--- config.mk ---
export PLATFORM = sky130hd
export DESIGN_NAME = ieee_double_normalize_round
export DESIGN_NICKNAME = d
export VERILOG_FILES = /design/src/hw/rtl/idnr_pkg.sv /design/src/hw/rtl/ieee_double_normalize_round.sv /design/src/hw/rtl/idnr_lzc.sv /design/src/hw/rtl/idnr_plan.sv /design/src/hw/rtl/idnr_shift.sv /design/src/hw/rtl/idnr_round.sv
export SDC_FILE = /design/constraint.sdc
export NUM_CORES = 1
export LEC_CHECK = 0
export ABC_AREA = 1
export BUFFER_PORTS_ARGS = -buffer_cell sky130_fd_sc_hd__buf_2
export CAP_MARGIN = 30
export CORE_MARGIN = 2
export CORE_UTILIZATION = 35
export DETAILED_ROUTE_END_ITERATION = 7
export SETUP_SLACK_MARGIN = 0.4
export SLEW_MARGIN = 20
export SYNTH_ARGS = -nofsm -noshare
export SYNTH_HDL_FRONTEND = slang
export SYNTH_HIERARCHICAL = 1
export SYNTH_SLANG_ARGS = --single-unit
--- constraint.sdc ---
create_clock -name clk -period 3.6 [get_ports clk]
set_input_delay 0.54 -clock clk [delete_from_list [all_inputs] [get_ports clk]]
set_output_delay 0.54 -clock clk [all_outputs]
set_load 0.05 [all_outputs]
--- src/hw/rtl/idnr_pkg.sv ---
// Shared types, constants and register codes for the binary64 normalize-and-round pipeline.
// No dependencies; every other file of the block imports this package.
`default_nettype none

package idnr_pkg;

  localparam int FRACTION_BITS_DEF = 52;
  localparam int ROUND_BITS_DEF    = 8;
  localparam int MAX_EXPONENT_DEF  = 2046;

  // Fixed field widths.
  localparam int EXP_IN_W  = 14;
  localparam int EXP_OUT_W = 11;
  localparam int EXP_S_W   = 15;  // signed working exponent
  localparam int EXP_U_W   = 14;  // exponent once it is known to be non-negative
  localparam int CFG_W     = 2;
  localparam int CFG_IDX_W = 1;

  localparam logic [CFG_IDX_W-1:0] REG_ROUND_MODE     = 1'b0;
  localparam logic [CFG_IDX_W-1:0] REG_UNDERFLOW_MODE = 1'b1;

  typedef enum logic [CFG_W-1:0] {
    RM_NEAREST_EVEN,
    RM_TOWARD_POS,
    RM_TOWARD_NEG,
    RM_TOWARD_ZERO
  } round_mode_t;

  typedef enum logic [CFG_W-1:0] {
    UF_KEEP,
    UF_FLUSH_SIGNED,
    UF_FLUSH_POS,
    UF_SIGNED_TINY
  } underflow_mode_t;

  // Control that travels with an item from stage to stage.
  typedef struct packed {
    logic sign;
    logic is_zero;
  } idnr_ctl_t;

  typedef struct packed {
    logic negative;
    logic zero;
    logic underflow;
    logic overflow;
    logic inexact;
  } idnr_flags_t;

endpackage

`default_nettype wire

--- src/hw/rtl/ieee_double_normalize_round.sv ---
// Throughput: one item per cycle while out_stall is low; the four register stages
// (leading-one search, shift planning, barrel shift, round and pack) stall as a chain.
// Reset clears every stage valid bit and sets both mode registers to zero.
// Top level of the binary64 normalize-and-round pipeline; uses idnr_pkg and the
// idnr_lzc, idnr_plan, idnr_shift and idnr_round stages.
`default_nettype none

module ieee_double_normalize_round #(
  parameter int FRACTION_BITS = idnr_pkg::FRACTION_BITS_DEF,
  parameter int ROUND_BITS    = idnr_pkg::ROUND_BITS_DEF,
  parameter int MAX_EXPONENT  = idnr_pkg::MAX_EXPONENT_DEF
) (
  input  logic                                 clk,
  input  logic                                 rst,
  input  logic                                 cfg_we,
  input  logic [idnr_pkg::CFG_IDX_W-1:0]       cfg_index,
  input  logic [idnr_pkg::CFG_W-1:0]           cfg_data,
  input  logic                                 in_valid,
  output logic                                 in_stall,
  input  logic                                 sign_in,
  input  logic signed [idnr_pkg::EXP_IN_W-1:0] exponent_in,
  input  logic [1:0]                           lead_bits,
  input  logic [FRACTION_BITS-1:0]             fraction_in,
  input  logic [ROUND_BITS-1:0]                round_bits,
  output logic                                 out_valid,
  input  logic                                 out_stall,
  output logic                                 sign_out,
  output logic [idnr_pkg::EXP_OUT_W-1:0]       exponent_out,
  output logic [FRACTION_BITS-1:0]             fraction_out,
  output logic                                 flag_negative,
  output logic                                 flag_zero,
  output logic                                 flag_underflow,
  output logic                                 flag_overflow,
  output logic                                 flag_inexact
);
  import idnr_pkg::*;

  localparam int LOW_W  = FRACTION_BITS + ROUND_BITS;
  localparam int MAG_W  = LOW_W + 2;
  localparam int NEED_W = $clog2(LOW_W + 1);
  localparam int SHW    = $clog2(MAG_W + 1);

  round_mode_t     round_mode;
  underflow_mode_t underflow_mode;

  logic s1_valid, s2_valid, s3_valid, s4_valid;
  logic s1_adv, s2_adv, s3_adv, s4_adv;

  idnr_ctl_t                  s1_ctl;
  logic signed [EXP_IN_W-1:0] s1_expo;
  logic [1:0]                 s1_lead;
  logic [LOW_W-1:0]           s1_low;
  logic [NEED_W-1:0]          s1_need;

  idnr_ctl_t                  s2_ctl;
  logic [EXP_U_W-1:0]         s2_expo;
  logic [MAG_W-1:0]           s2_mag;
  logic                       s2_shl;
  logic [SHW-1:0]             s2_amt;

  idnr_ctl_t                  s3_ctl;
  logic [EXP_U_W-1:0]         s3_expo;
  logic [1:0]                 s3_lead;
  logic [FRACTION_BITS-1:0]   s3_frac;
  logic [ROUND_BITS-1:0]      s3_rnd;

  idnr_flags_t                flags;

  always_ff @(posedge clk) begin
    if (rst) begin
      round_mode     <= RM_NEAREST_EVEN;
      underflow_mode <= UF_KEEP;
    end else if (cfg_we) begin
      unique case (cfg_index)
        REG_ROUND_MODE:     round_mode     <= round_mode_t'(cfg_data);
        REG_UNDERFLOW_MODE: underflow_mode <= underflow_mode_t'(cfg_data);
      endcase
    end
  end

  // A stage takes new data when it is empty or its item moves on this cycle.
  assign s4_adv   = !s4_valid || !out_stall;
  assign s3_adv   = !s3_valid || s4_adv;
  assign s2_adv   = !s2_valid || s3_adv;
  assign s1_adv   = !s1_valid || s2_adv;
  assign in_stall = !s1_adv;

  always_ff @(posedge clk) begin
    if (rst) begin
      s1_valid <= 1'b0;
      s2_valid <= 1'b0;
      s3_valid <= 1'b0;
      s4_valid <= 1'b0;
    end else begin
      if (s1_adv) begin
        s1_valid <= in_valid;
      end
      if (s2_adv) begin
        s2_valid <= s1_valid;
      end
      if (s3_adv) begin
        s3_valid <= s2_valid;
      end
      if (s4_adv) begin
        s4_valid <= s3_valid;
      end
    end
  end

  idnr_lzc #(
    .FRACTION_BITS(FRACTION_BITS),
    .ROUND_BITS   (ROUND_BITS)
  ) u_lzc (
    .clk        (clk),
    .en         (s1_adv),
    .sign_in    (sign_in),
    .exponent_in(exponent_in),
    .lead_bits  (lead_bits),
    .fraction_in(fraction_in),
    .round_bits (round_bits),
    .ctl        (s1_ctl),
    .expo       (s1_expo),
    .lead       (s1_lead),
    .low        (s1_low),
    .need       (s1_need)
  );

  idnr_plan #(
    .FRACTION_BITS(FRACTION_BITS),
    .ROUND_BITS   (ROUND_BITS)
  ) u_plan (
    .clk    (clk),
    .en     (s2_adv),
    .ctl_in (s1_ctl),
    .expo_in(s1_expo),
    .lead_in(s1_lead),
    .low_in (s1_low),
    .need_in(s1_need),
    .ctl    (s2_ctl),
    .expo   (s2_expo),
    .mag    (s2_mag),
    .shl    (s2_shl),
    .amt    (s2_amt)
  );

  idnr_shift #(
    .FRACTION_BITS(FRACTION_BITS),
    .ROUND_BITS   (ROUND_BITS)
  ) u_shift (
    .clk    (clk),
    .en     (s3_adv),
    .ctl_in (s2_ctl),
    .expo_in(s2_expo),
    .mag_in (s2_mag),
    .shl_in (s2_shl),
    .amt_in (s2_amt),
    .ctl    (s3_ctl),
    .expo   (s3_expo),
    .lead   (s3_lead),
    .frac   (s3_frac),
    .rnd    (s3_rnd)
  );

  idnr_round #(
    .FRACTION_BITS(FRACTION_BITS),
    .ROUND_BITS   (ROUND_BITS),
    .MAX_EXPONENT (MAX_EXPONENT)
  ) u_round (
    .clk           (clk),
    .en            (s4_adv),
    .round_mode    (round_mode),
    .underflow_mode(underflow_mode),
    .ctl_in        (s3_ctl),
    .expo_in       (s3_expo),
    .lead_in       (s3_lead),
    .frac_in       (s3_frac),
    .rnd_in        (s3_rnd),
    .sign_out      (sign_out),
    .exponent_out  (exponent_out),
    .fraction_out  (fraction_out),
    .flags         (flags)
  );

  assign out_valid      = s4_valid;
  assign flag_negative  = flags.negative;
  assign flag_zero      = flags.zero;
  assign flag_underflow = flags.underflow;
  assign flag_overflow  = flags.overflow;
  assign flag_inexact   = flags.inexact;

endmodule

`default_nettype wire

--- src/hw/rtl/idnr_lzc.sv ---
// Stage 1: registers the input item, detects a zero magnitude and finds the distance
// from the leading one of the fraction and round bits to the integer position. Uses idnr_pkg.
`default_nettype none

module idnr_lzc #(
  parameter int FRACTION_BITS = idnr_pkg::FRACTION_BITS_DEF,
  parameter int ROUND_BITS    = idnr_pkg::ROUND_BITS_DEF
) (
  input  logic                                clk,
  input  logic                                en,
  input  logic                                sign_in,
  input  logic signed [idnr_pkg::EXP_IN_W-1:0] exponent_in,
  input  logic [1:0]                          lead_bits,
  input  logic [FRACTION_BITS-1:0]            fraction_in,
  input  logic [ROUND_BITS-1:0]               round_bits,
  output idnr_pkg::idnr_ctl_t                 ctl,
  output logic signed [idnr_pkg::EXP_IN_W-1:0] expo,
  output logic [1:0]                          lead,
  output logic [FRACTION_BITS+ROUND_BITS-1:0] low,
  output logic [$clog2(FRACTION_BITS+ROUND_BITS+1)-1:0] need
);
  import idnr_pkg::*;

  localparam int LOW_W  = FRACTION_BITS + ROUND_BITS;
  localparam int POS_W  = $clog2(LOW_W);
  localparam int NEED_W = $clog2(LOW_W + 1);

  logic [LOW_W-1:0]  low_in;
  logic [POS_W-1:0]  pos;
  logic [NEED_W-1:0] need_next;

  assign low_in = {fraction_in, round_bits};

  // Priority encoder: the highest set bit wins.
  always_comb begin
    pos = '0;
    for (int i = 0; i < LOW_W; i++) begin
      if (low_in[i]) begin
        pos = POS_W'(i);
      end
    end
    need_next = NEED_W'(LOW_W) - NEED_W'(pos);
  end

  always_ff @(posedge clk) begin
    if (en) begin
      ctl.sign    <= sign_in;
      ctl.is_zero <= (lead_bits == 2'd0) && !(|low_in);
      expo        <= exponent_in;
      lead        <= lead_bits;
      low         <= low_in;
      need        <= need_next;
    end
  end

endmodule

`default_nettype wire

--- src/hw/rtl/idnr_plan.sv ---
// Stage 2: decides the shift direction and amount and the exponent after alignment.
// Uses idnr_pkg.
`default_nettype none

module idnr_plan #(
  parameter int FRACTION_BITS = idnr_pkg::FRACTION_BITS_DEF,
  parameter int ROUND_BITS    = idnr_pkg::ROUND_BITS_DEF
) (
  input  logic                                 clk,
  input  logic                                 en,
  input  idnr_pkg::idnr_ctl_t                  ctl_in,
  input  logic signed [idnr_pkg::EXP_IN_W-1:0] expo_in,
  input  logic [1:0]                           lead_in,
  input  logic [FRACTION_BITS+ROUND_BITS-1:0]  low_in,
  input  logic [$clog2(FRACTION_BITS+ROUND_BITS+1)-1:0] need_in,
  output idnr_pkg::idnr_ctl_t                  ctl,
  output logic [idnr_pkg::EXP_U_W-1:0]         expo,
  output logic [FRACTION_BITS+ROUND_BITS+1:0]  mag,
  output logic                                 shl,
  output logic [$clog2(FRACTION_BITS+ROUND_BITS+3)-1:0] amt
);
  import idnr_pkg::*;

  localparam int MAG_W  = FRACTION_BITS + ROUND_BITS + 2;
  localparam int SHW    = $clog2(MAG_W + 1);
  localparam logic signed [EXP_S_W-1:0] ONE   = 1;
  localparam logic signed [EXP_S_W-1:0] ZERO  = 0;
  localparam logic signed [EXP_S_W-1:0] MAG_X = EXP_S_W'(MAG_W);

  logic signed [EXP_S_W-1:0] expo_s;
  logic signed [EXP_S_W-1:0] em1;
  logic signed [EXP_S_W-1:0] need_x;
  logic signed [EXP_S_W-1:0] neg;
  logic signed [EXP_S_W-1:0] expo_fix;
  logic                      do_left;
  logic                      enough;
  logic                      shl_next;
  logic [SHW-1:0]            amt_next;
  logic [EXP_U_W-1:0]        expo_next;

  assign expo_s  = {expo_in[EXP_IN_W-1], expo_in};
  assign em1     = expo_s - ONE;
  assign need_x  = EXP_S_W'(need_in);
  assign neg     = ZERO - expo_s;
  assign do_left = (lead_in == 2'd0) && (expo_s > ONE);
  assign enough  = em1 >= need_x;

  always_comb begin
    expo_fix = expo_s;
    if (do_left) begin
      // Left shift stops at the leading one or when the exponent reaches one;
      // in the latter case the value is denormal and the exponent becomes zero.
      shl_next  = 1'b1;
      amt_next  = enough ? SHW'(need_in) : em1[SHW-1:0];
      expo_next = enough ? EXP_U_W'(expo_s - need_x) : '0;
    end else if (expo_s < ZERO) begin
      shl_next  = 1'b0;
      amt_next  = (neg >= MAG_X) ? SHW'(MAG_W) : neg[SHW-1:0];
      expo_next = '0;
    end else begin
      if (expo_s == ZERO && lead_in != 2'd0) begin
        expo_fix = ONE;
      end else if (expo_s == ONE && lead_in == 2'd0) begin
        expo_fix = ZERO;
      end
      // A carry into the upper integer bit costs one right shift.
      shl_next  = 1'b0;
      amt_next  = SHW'(lead_in[1]);
      expo_next = EXP_U_W'(expo_fix) + EXP_U_W'(lead_in[1]);
    end
  end

  always_ff @(posedge clk) begin
    if (en) begin
      ctl  <= ctl_in;
      expo <= expo_next;
      mag  <= {lead_in, low_in};
      shl  <= shl_next;
      amt  <= amt_next;
    end
  end

endmodule

`default_nettype wire

--- src/hw/rtl/idnr_shift.sv ---
// Stage 3: barrel shifter. Left shifts fill with the sticky bit; right shifts fold
// every bit shifted out into the sticky bit. Uses idnr_pkg.
`default_nettype none

module idnr_shift #(
  parameter int FRACTION_BITS = idnr_pkg::FRACTION_BITS_DEF,
  parameter int ROUND_BITS    = idnr_pkg::ROUND_BITS_DEF
) (
  input  logic                                clk,
  input  logic                                en,
  input  idnr_pkg::idnr_ctl_t                 ctl_in,
  input  logic [idnr_pkg::EXP_U_W-1:0]        expo_in,
  input  logic [FRACTION_BITS+ROUND_BITS+1:0] mag_in,
  input  logic                                shl_in,
  input  logic [$clog2(FRACTION_BITS+ROUND_BITS+3)-1:0] amt_in,
  output idnr_pkg::idnr_ctl_t                 ctl,
  output logic [idnr_pkg::EXP_U_W-1:0]        expo,
  output logic [1:0]                          lead,
  output logic [FRACTION_BITS-1:0]            frac,
  output logic [ROUND_BITS-1:0]               rnd
);
  import idnr_pkg::*;

  localparam int MAG_W = FRACTION_BITS + ROUND_BITS + 2;

  logic [MAG_W-1:0] low_mask;
  logic [MAG_W-1:0] left;
  logic [MAG_W-1:0] right_raw;
  logic [MAG_W-1:0] result;

  // A shift by the full width clears the shifted ones, so the mask covers every bit.
  assign low_mask  = ~({MAG_W{1'b1}} << amt_in);
  assign left      = (mag_in << amt_in) | (mag_in[0] ? low_mask : '0);
  assign right_raw = mag_in >> amt_in;
  assign result    = shl_in ? left
                            : {right_raw[MAG_W-1:1], right_raw[0] | (|(mag_in & low_mask))};

  always_ff @(posedge clk) begin
    if (en) begin
      ctl  <= ctl_in;
      expo <= expo_in;
      lead <= result[MAG_W-1:MAG_W-2];
      frac <= result[FRACTION_BITS+ROUND_BITS-1:ROUND_BITS];
      rnd  <= result[ROUND_BITS-1:0];
    end
  end

endmodule

`default_nettype wire

--- src/hw/rtl/idnr_round.sv ---
// Stage 4: rounding, renormalization after a rounding carry, overflow and underflow
// handling, and the output register. Uses idnr_pkg.
`default_nettype none

module idnr_round #(
  parameter int FRACTION_BITS = idnr_pkg::FRACTION_BITS_DEF,
  parameter int ROUND_BITS    = idnr_pkg::ROUND_BITS_DEF,
  parameter int MAX_EXPONENT  = idnr_pkg::MAX_EXPONENT_DEF
) (
  input  logic                              clk,
  input  logic                              en,
  input  idnr_pkg::round_mode_t             round_mode,
  input  idnr_pkg::underflow_mode_t         underflow_mode,
  input  idnr_pkg::idnr_ctl_t               ctl_in,
  input  logic [idnr_pkg::EXP_U_W-1:0]      expo_in,
  input  logic [1:0]                        lead_in,
  input  logic [FRACTION_BITS-1:0]          frac_in,
  input  logic [ROUND_BITS-1:0]             rnd_in,
  output logic                              sign_out,
  output logic [idnr_pkg::EXP_OUT_W-1:0]    exponent_out,
  output logic [FRACTION_BITS-1:0]          fraction_out,
  output idnr_pkg::idnr_flags_t             flags
);
  import idnr_pkg::*;

  localparam int SUM_W = FRACTION_BITS + 2;

  logic                     up;
  logic [SUM_W-1:0]         sum;
  logic [1:0]               lead_r;
  logic [FRACTION_BITS-1:0] frac_r;
  logic                     lead_f;
  logic [FRACTION_BITS-1:0] frac_f;
  logic [ROUND_BITS-1:0]    rnd_f;
  logic [EXP_U_W-1:0]       expo_f;
  logic                     mag_zero;
  logic                     sign_next;
  logic [EXP_OUT_W-1:0]     exp_next;
  logic [FRACTION_BITS-1:0] frac_next;
  idnr_flags_t              flags_next;

  always_comb begin
    unique case (round_mode)
      RM_TOWARD_POS:  up = (|rnd_in) && !ctl_in.sign;
      RM_TOWARD_NEG:  up = (|rnd_in) && ctl_in.sign;
      RM_TOWARD_ZERO: up = 1'b0;
      default:        up = rnd_in[ROUND_BITS-1] && ((|rnd_in[ROUND_BITS-2:0]) || frac_in[0]);
    endcase

    // The integer part is at most one here.
    sum    = {1'b0, lead_in[0], frac_in} + SUM_W'(up);
    lead_r = sum[SUM_W-1:FRACTION_BITS];
    frac_r = sum[FRACTION_BITS-1:0];

    if (lead_r[1]) begin
      // Rounding carried into a new integer bit; the old sticky bit is dropped here.
      lead_f = 1'b1;
      frac_f = {lead_r[0], frac_r[FRACTION_BITS-1:1]};
      rnd_f  = {frac_r[0], rnd_in[ROUND_BITS-1:1]};
      expo_f = expo_in + EXP_U_W'(1);
    end else begin
      lead_f = lead_r[0];
      frac_f = frac_r;
      rnd_f  = rnd_in;
      if (!lead_r[0]) begin
        expo_f = '0;
      end else if (expo_in == '0) begin
        expo_f = EXP_U_W'(1);
      end else begin
        expo_f = expo_in;
      end
    end
    mag_zero = !lead_f && (frac_f == '0);

    sign_next           = ctl_in.sign;
    flags_next.negative = ctl_in.sign;
    if (ctl_in.is_zero) begin
      exp_next             = '0;
      frac_next            = '0;
      flags_next.zero      = 1'b1;
      flags_next.underflow = 1'b0;
      flags_next.overflow  = 1'b0;
      flags_next.inexact   = 1'b0;
    end else if (expo_f > EXP_U_W'(MAX_EXPONENT)) begin
      exp_next             = EXP_OUT_W'(MAX_EXPONENT + 1);
      frac_next            = '0;
      flags_next.zero      = mag_zero;
      flags_next.underflow = mag_zero;
      flags_next.overflow  = 1'b1;
      flags_next.inexact   = 1'b0;
    end else if (expo_f == '0 && underflow_mode != UF_KEEP && frac_f != '0) begin
      if (underflow_mode == UF_FLUSH_POS) begin
        sign_next = 1'b0;
      end
      exp_next             = (underflow_mode == UF_SIGNED_TINY) ? EXP_OUT_W'(1) : '0;
      frac_next            = '0;
      flags_next.zero      = 1'b1;
      flags_next.underflow = 1'b1;
      flags_next.overflow  = 1'b0;
      flags_next.inexact   = |rnd_f;
    end else begin
      exp_next             = expo_f[EXP_OUT_W-1:0];
      frac_next            = frac_f;
      flags_next.zero      = mag_zero;
      flags_next.underflow = mag_zero;
      flags_next.overflow  = 1'b0;
      flags_next.inexact   = |rnd_f;
    end
  end

  always_ff @(posedge clk) begin
    if (en) begin
      sign_out     <= sign_next;
      exponent_out <= exp_next;
      fraction_out <= frac_next;
      flags        <= flags_next;
    end
  end

endmodule

`default_nettype wire

==> results.yml, run 1 <==
global_route:
  antenna_found_initial: 0
  use_met1_pct: 37.9
  grt_max_degree: 87
  grt_pass1_wl_mm: 158
  globalRouteTotalUtil_pct: 27.7
  met3_usage_pct: 4.68
  busiest_layer: "met2"
  grt_overflow: 0
  first_global_vias: 25500
  met2_usage_pct: 43.3
clock_tree:
  cts-htree-levels: 2
  cts_hold_buffers: 0
  cts_num_sinks: 323
  clkLatencyLatePin_ns: 0.59
  cts_tree: "built"
  cts_made_buffers: 37
  clockBufferDepth: 3
  clkTransAtPathRegs_ns: 0.06
  clockRootBuffer: "clkbuf_16"
timing:
  hold_viol: 0
  worst_pin_slew_ns: 0.869
  fin_ws_ns: -0.275
  finalCriticalPeriod_ns: 3.87
  fin_setup_tns_ns: -12.81
  rsz0062_at_grt: "true"
  period_share_pct: 108
  relSlewSlack_pct: 42.1
  max_freq_mhz: 258
  skew_ns: 0.0421
  setup_viol: 57
  hold-worst-slack_ns: 0.157
  final_max_slew_viol_count: 0
critical_path:
  reg2reg_slack_ns: -0.27
  crit_path_end_kind: "flip-flop"
  cp-start-kind: "flip-flop"
  crit_type: "reg2reg"
  path_max_fanout: 7
  cp_data_arrival_time_ns: 4.21
  cp.required_ns: 3.93
routing:
  drt_first_pass_iters: 8
  via_per_inst: 5.49
  drt_iter0_drc: 3342
  wl_per_cell_um: 21.5
  vias: 27500
  drt-total-wl_mm: 108
  ant_nets: 0
  route.detailed.drc: 10
floorplanning:
  die_area_um2: 76100
  die_h_um: 276
  fp-row-count: 99
  pin_count: 156
  initial_core_util_pct: 35.4
  coreArea_um2: 73100
  die_x_um: 276
synth:
  syn_avg_cell_area_um2: 6.99
  synth_nets: 3808
  syn_inst: 3698
  synth_warnings: 6
  synth.cell_area_um2: 25900
final_layout:
  final_core_util_pct: 43.3
  area_growth_pct: 22.3
  fillers: 7599
  final_layout_size_suffix_gt1_share_pct: 21.7
  fin_nets: 4138
run_status:
  violations: "design-rule violations, negative setup slack"
  outcome: "complete, but fails checks"
placed_design:
  place_congestion: 1.04
  hpwl_mm: 84.2
  io_buffers: 155
worst_hold_path:
  hp-class: "in2reg"
power_and_ir_drop:
  power_density_nw_per_um2: 450
  p_leak_uw: 0.0145
  vdd_drop_max_mv: 0.302
job:
  maxCapViolCount: 0
-- metrics by stage --
step | total power [µW] | setup slack [ns] | std cells | instance area [µm²]
3_3_place_gp | 9850 | -0.744 | 4908 | 29100
6_report | 14200 | -0.275 | 5015 | 31600
3_5_place_dp | 9840 | -0.675 | 4908 | 29100
5_1_grt | 14900 | -0.566 | 5014 | 31600
2_1_floorplan | 7970 | -0.0583 | 3698 | 25900
4_1_cts | 14000 | -0.0743 | 4983 | 30600
-- registers in the layout, indices dropped and copies added, names as in the netlist, 8 cells and up --
register	cells
u_shift/expo	14
u_lzc/expo	14
u_plan/mag	62
u_round/fraction_out	52
u_plan/expo	14
u_lzc/low	60
u_shift/rnd	8
u_round/exponent_out	11
u_shift/frac	52
-- repair_timing --
item,CTS,global route
setup endpoints to repair,74,77
pin swaps,17,66
gates cloned,1,8
resized for setup,48,168
buffers inserted,8,23
-- worst paths after layout --
kind,startpoint,endpoint,depth (start not counted)
setup / recovery,round_mode[0]$_SDFFE_PP0P_,u_round/fraction_out[6]$_SDFFCE_PP0P_,24
hold / removal,exponent_in[1],u_lzc/expo[1]$_DFFE_PP_,1
setup reg to reg,round_mode[0]$_SDFFE_PP0P_,u_round/fraction_out[6]$_SDFFCE_PP0P_,24
hold reg to reg,u_lzc/low[14]$_DFFE_PP_,u_plan/mag[14]$_DFFE_PP_,0
-- cell usage in the layout (no fill, tap or decap), types with 19 or more instances in the layout --
cell / count
inv_2: 31
buf_12: 22
nand3_2: 20
ha_1: 19
nand2_1: 1220
nor2_4: 28
clkbuf_16: 43
a21oi_2: 38
nand4_1: 35
o21ai_0: 73
nor2_1: 309
o21ai_1: 50
edfxtp_1: 315
nor2_2: 41
buf_4: 248
xor2_1: 27
nand3_1: 674
a21oi_1: 76
o211ai_1: 29
nor3_2: 23
buf_2: 152
inv_1: 253
nand2_2: 70
buf_6: 24
-- critical path, cell delays in order, from the launching register on --
cell and delay (ns):
dfxtp_2 0.35, inv_4 0.05, ha_4 0.17, xnor2_4 0.18, o311ai_4 0.12, o21ai_1 0.17
ha_2 0.32, nand3_4 0.11, nor2_4 0.16, nand3_2 0.10, nor2_4 0.15, nand3_4 0.18
buf_6 0.20, nand2_8 0.10, nor2_4 0.04, nand2_2 0.08, nand2_2 0.06, nor2_1 0.10
nand2_1 0.06, nor2_2 0.14, nand3_2 0.10, nor2_4 0.25, buf_12 0.20, clkbuf_16 0.16
nor3_2 0.04
-- layout make-up --
| type | count | area, µm² | share of cell area [%] |
|---|---|---|---|
| multi-input cells | 2910 | 14700 | 46.6 |
| flip-flops and latches | 323 | 9620 | 30.4 |
| repair buffers | 460 | 3590 | 11.4 |
| well taps | 959 | 1200 | 3.79 |
| inverters | 294 | 1150 | 3.62 |
| clock buffers | 42 | 966 | 3.05 |
| clock inverters | 24 | 342 | 1.08 |
| repair inverters | 2 | 20.0 | 0.0633 |
| diodes | 1 | 2.50 | 0.00791 |
-- layer usage --
layer / wire length (µm) / part of all wire [%] / vias to the layer above
met5: 0 / 0 / -
met4: 4910 / 4.6 / 0
met3: 9370 / 8.7 / 238
met2: 48000 / 44 / 1350
met1: 45700 / 42 / 12900
li1: - / - / 13000
-- power breakdown --
part           total (µW)  switching (µW)  internal (µW)  leakage (µW)
clock network        4070            1610           2460      0.000633
logic                5220            3570           1650        0.0103
registers            4960             355           4600       0.00356
total               14200            5540           8710        0.0145
No activity file was read; power rests on OpenSTA's default activity.
==> inputs of run 2 (changes only) <==
--- a/config.mk
+++ b/config.mk
@@ -9,9 +9,10 @@
 export BUFFER_PORTS_ARGS = -buffer_cell sky130_fd_sc_hd__buf_2
 export CAP_MARGIN = 30
 export CORE_MARGIN = 2
-export CORE_UTILIZATION = 35
+export CORE_UTILIZATION = 40
 export DETAILED_ROUTE_END_ITERATION = 7
 export SETUP_SLACK_MARGIN = 0.4
+export SKIP_CTS_REPAIR_TIMING = 1
 export SLEW_MARGIN = 20
 export SYNTH_ARGS = -nofsm -noshare
 export SYNTH_HDL_FRONTEND = slang
==> run 2 against run 1 <==
  * The run ends with negative setup slack left
  * Flip-flop and latch count stayed put
  * Via count is 0.58% higher
  * Setup slack worse by 0.064 ns
  * Utilization grew 5.7 points
  * Global-route usage up 3.8 points
  * Largest cell class unchanged
==> results.yml, run 2 (synthesized netlist as in run 1, its figures left out) <==
critical_path:
  critPathSlowestCell: "edfxtp_1"
  cp_data_arrival_time_ns: 4.27
  slowest_delay_ns: 0.50
  cpMostUsedCell: "buf_6"
  crit_type: "reg2reg"
  path_max_fanout: 7
  path_cells: "xnor2_4 > o311ai_4 > o21ai_2 > ha_4 > buf_6 > nand3_4 > nor2_4 > nand3_4 > nor2_4 > nand3_4 > buf_12 > buf_6 > buf_6 > or2_4 > nand2_4 > buf_6 > nand2_2 > nor2_1 > nand3_1 > nand2_2 > inv_6 > nand2_8 > clkbuf_16 > nor3b_2"
  cp-start-kind: "flip-flop"
  cp.required_ns: 3.93
  crit_path_end_kind: "flip-flop"
final_layout:
  reg_top3: "u_plan/mag: 62 flops, u_lzc/low: 60 flops"
  largest_reg_flops: 62
  regMostFlops: "u_plan/mag"
  final_layout_size_suffix_gt1_share_pct: 21.5
  fillers: 6545
  final_core_util_pct: 49.0
  fin_nets: 4153
  area_growth_pct: 21.6
  final_cell_mix: "1231 x nand2_1, 673 x nand3_1, 315 x edfxtp_1, 312 x nor2_1, 261 x buf_4"
  final_common_cell: "nand2_1"
  stdcell_count: 4926
  regArea_um2: 9620
  multi_input_area_um2: 14600
  n_antenna_cell: 0
clock_tree:
  cts_tree: "built"
  clkTransAtPathRegs_ns: 0.06
  clockRootBuffer: "clkbuf_16"
  cts-htree-levels: 2
  clockBufferDepth: 3
  cts_made_buffers: 38
  cts_num_sinks: 323
  clkLatencyLatePin_ns: 0.60
floorplanning:
  coreArea_um2: 64200
  die_area_um2: 66700
  die_h_um: 258
  initial_core_util_pct: 40.3
  die_x_um: 258
  pin_count: 156
  fp-row-count: 93
timing:
  fin_ws_ns: -0.339
  relSlewSlack_pct: 39.7
  worst_pin_slew_ns: 0.904
  skew_ns: 0.0503
  hold_viol: 0
  setup_viol: 68
  rsz0062_at_grt: "true"
  max_freq_mhz: 254
  final_max_slew_viol_count: 0
  finalCriticalPeriod_ns: 3.94
  period_share_pct: 109
routing:
  wl_per_cell_um: 22.1
  via_per_inst: 5.62
  ant_nets: 0
  drt_iter0_drc: 3800
  route.detailed.drc: 0
  vias: 27700
  drt-total-wl_mm: 109
  drt_first_pass_iters: 6
global_route:
  grt_max_degree: 86
  globalRouteTotalUtil_pct: 31.5
  first_global_vias: 25400
  grt_pass1_wl_mm: 158
  grt_overflow: 0
  antenna_found_initial: 2
power_and_ir_drop:
  p_leak_uw: 0.0146
  pwr-share-comb_pct: 37.0
  vdd_drop_max_mv: 0.328
  p_sw_share_pct: 39.3
  switchingPower_uw: 5560
  pwr-share-clk_pct: 28.1
  power_density_nw_per_um2: 450
  p_int_uw: 8580
  p_seq_share_pct: 34.9
  power.total_uw: 14100
placed_design:
  io_buffers: 155
  post-place-ws_ns: -0.701
  hpwl_mm: 85.3
  placed_cells: 4806
  place_congestion: 1.04
run_status:
  violations: "negative setup slack"
  outcome: "complete, but fails checks"
worst_hold_path:
  hp-class: "in2reg"
job:
  maxCapViolCount: 0
==> run 2: cell types whose count changed in the layout (fill, tap and decap cells not counted), sizes merged <==
cell	delta
buf	+11
clkbuf	+3
nand2	+1
diode	-1
bufinv	-2
clkinv	+3
==> run 2: per-stage QoR <==
| step | cell area, µm² | hold WS, ns | TNS [ns] |
|---|---|---|---|
| after floorplan | 25900 | 0.400 | -0.100 |
| after global placement | 28900 | 0.402 | -19.58 |
| after detailed placement | 28900 | 0.405 | -23.15 |
| after CTS | 30200 | 0.103 | -21.91 |
| after global routing | 31500 | 0.133 | -31.07 |
| final | 31500 | 0.127 | -16.90 |
==> run 2: power by group through the flow <==
stage               sequential, µW  clock [µW]  combinational (µW)
floorplan                     5390           0                2580
CTS                           4940        4070                4850
global placement              5010           0                4850
detailed placement            5010           0                4840
finish                        4940        3970                5240
global route                  4990        4210                5530
==> run 2: final timing paths <==
path         depth (start not counted)                startpoint                                      to  slack [ns]
min reg2reg                          0   u_lzc/low[13]$_DFFE_PP_                u_plan/mag[13]$_DFFE_PP_        0.38
min                                  1             round_bits[0]                  u_lzc/low[0]$_DFFE_PP_        0.13
max                                 24  u_shift/ctl[1]$_DFFE_PP_  u_round/fraction_out[15]$_SDFFCE_PP0P_       -0.34
max reg2reg                         24  u_shift/ctl[1]$_DFFE_PP_  u_round/fraction_out[15]$_SDFFCE_PP0P_       -0.34
==> run 2: layout make-up <==
class | count | share of cell area [%]
clock buffers | 42 | 3.14
clock inverters | 26 | 0.899
inverters | 294 | 3.64
multi-input cells | 2911 | 46.6
flip-flops and latches | 323 | 30.6
well taps | 855 | 3.40
repair buffers | 474 | 11.7
repair inverters | 1 | 0.0278
==> run 2: worst max-delay path, delay by kind of cell (launching register included) <==
kind / cells / cell delay (ns)
xor+xnor: 1 / 0.22
fa+ha+maj: 1 / 0.21
flops: 1 / 0.50
simple gates: 13 / 1.54
compound gates: 2 / 0.27
buf+inv: 7 / 0.90
==> run 2: routing by layer <==
layer  GRT usage [%]  vias up  wire length (µm)
met1            44.1    12900             45900
li1                -    13000                 -
met3            6.30      262             11000
met2            47.9     1486             46600
met4            11.9        0              5130
met5               0        -                 0
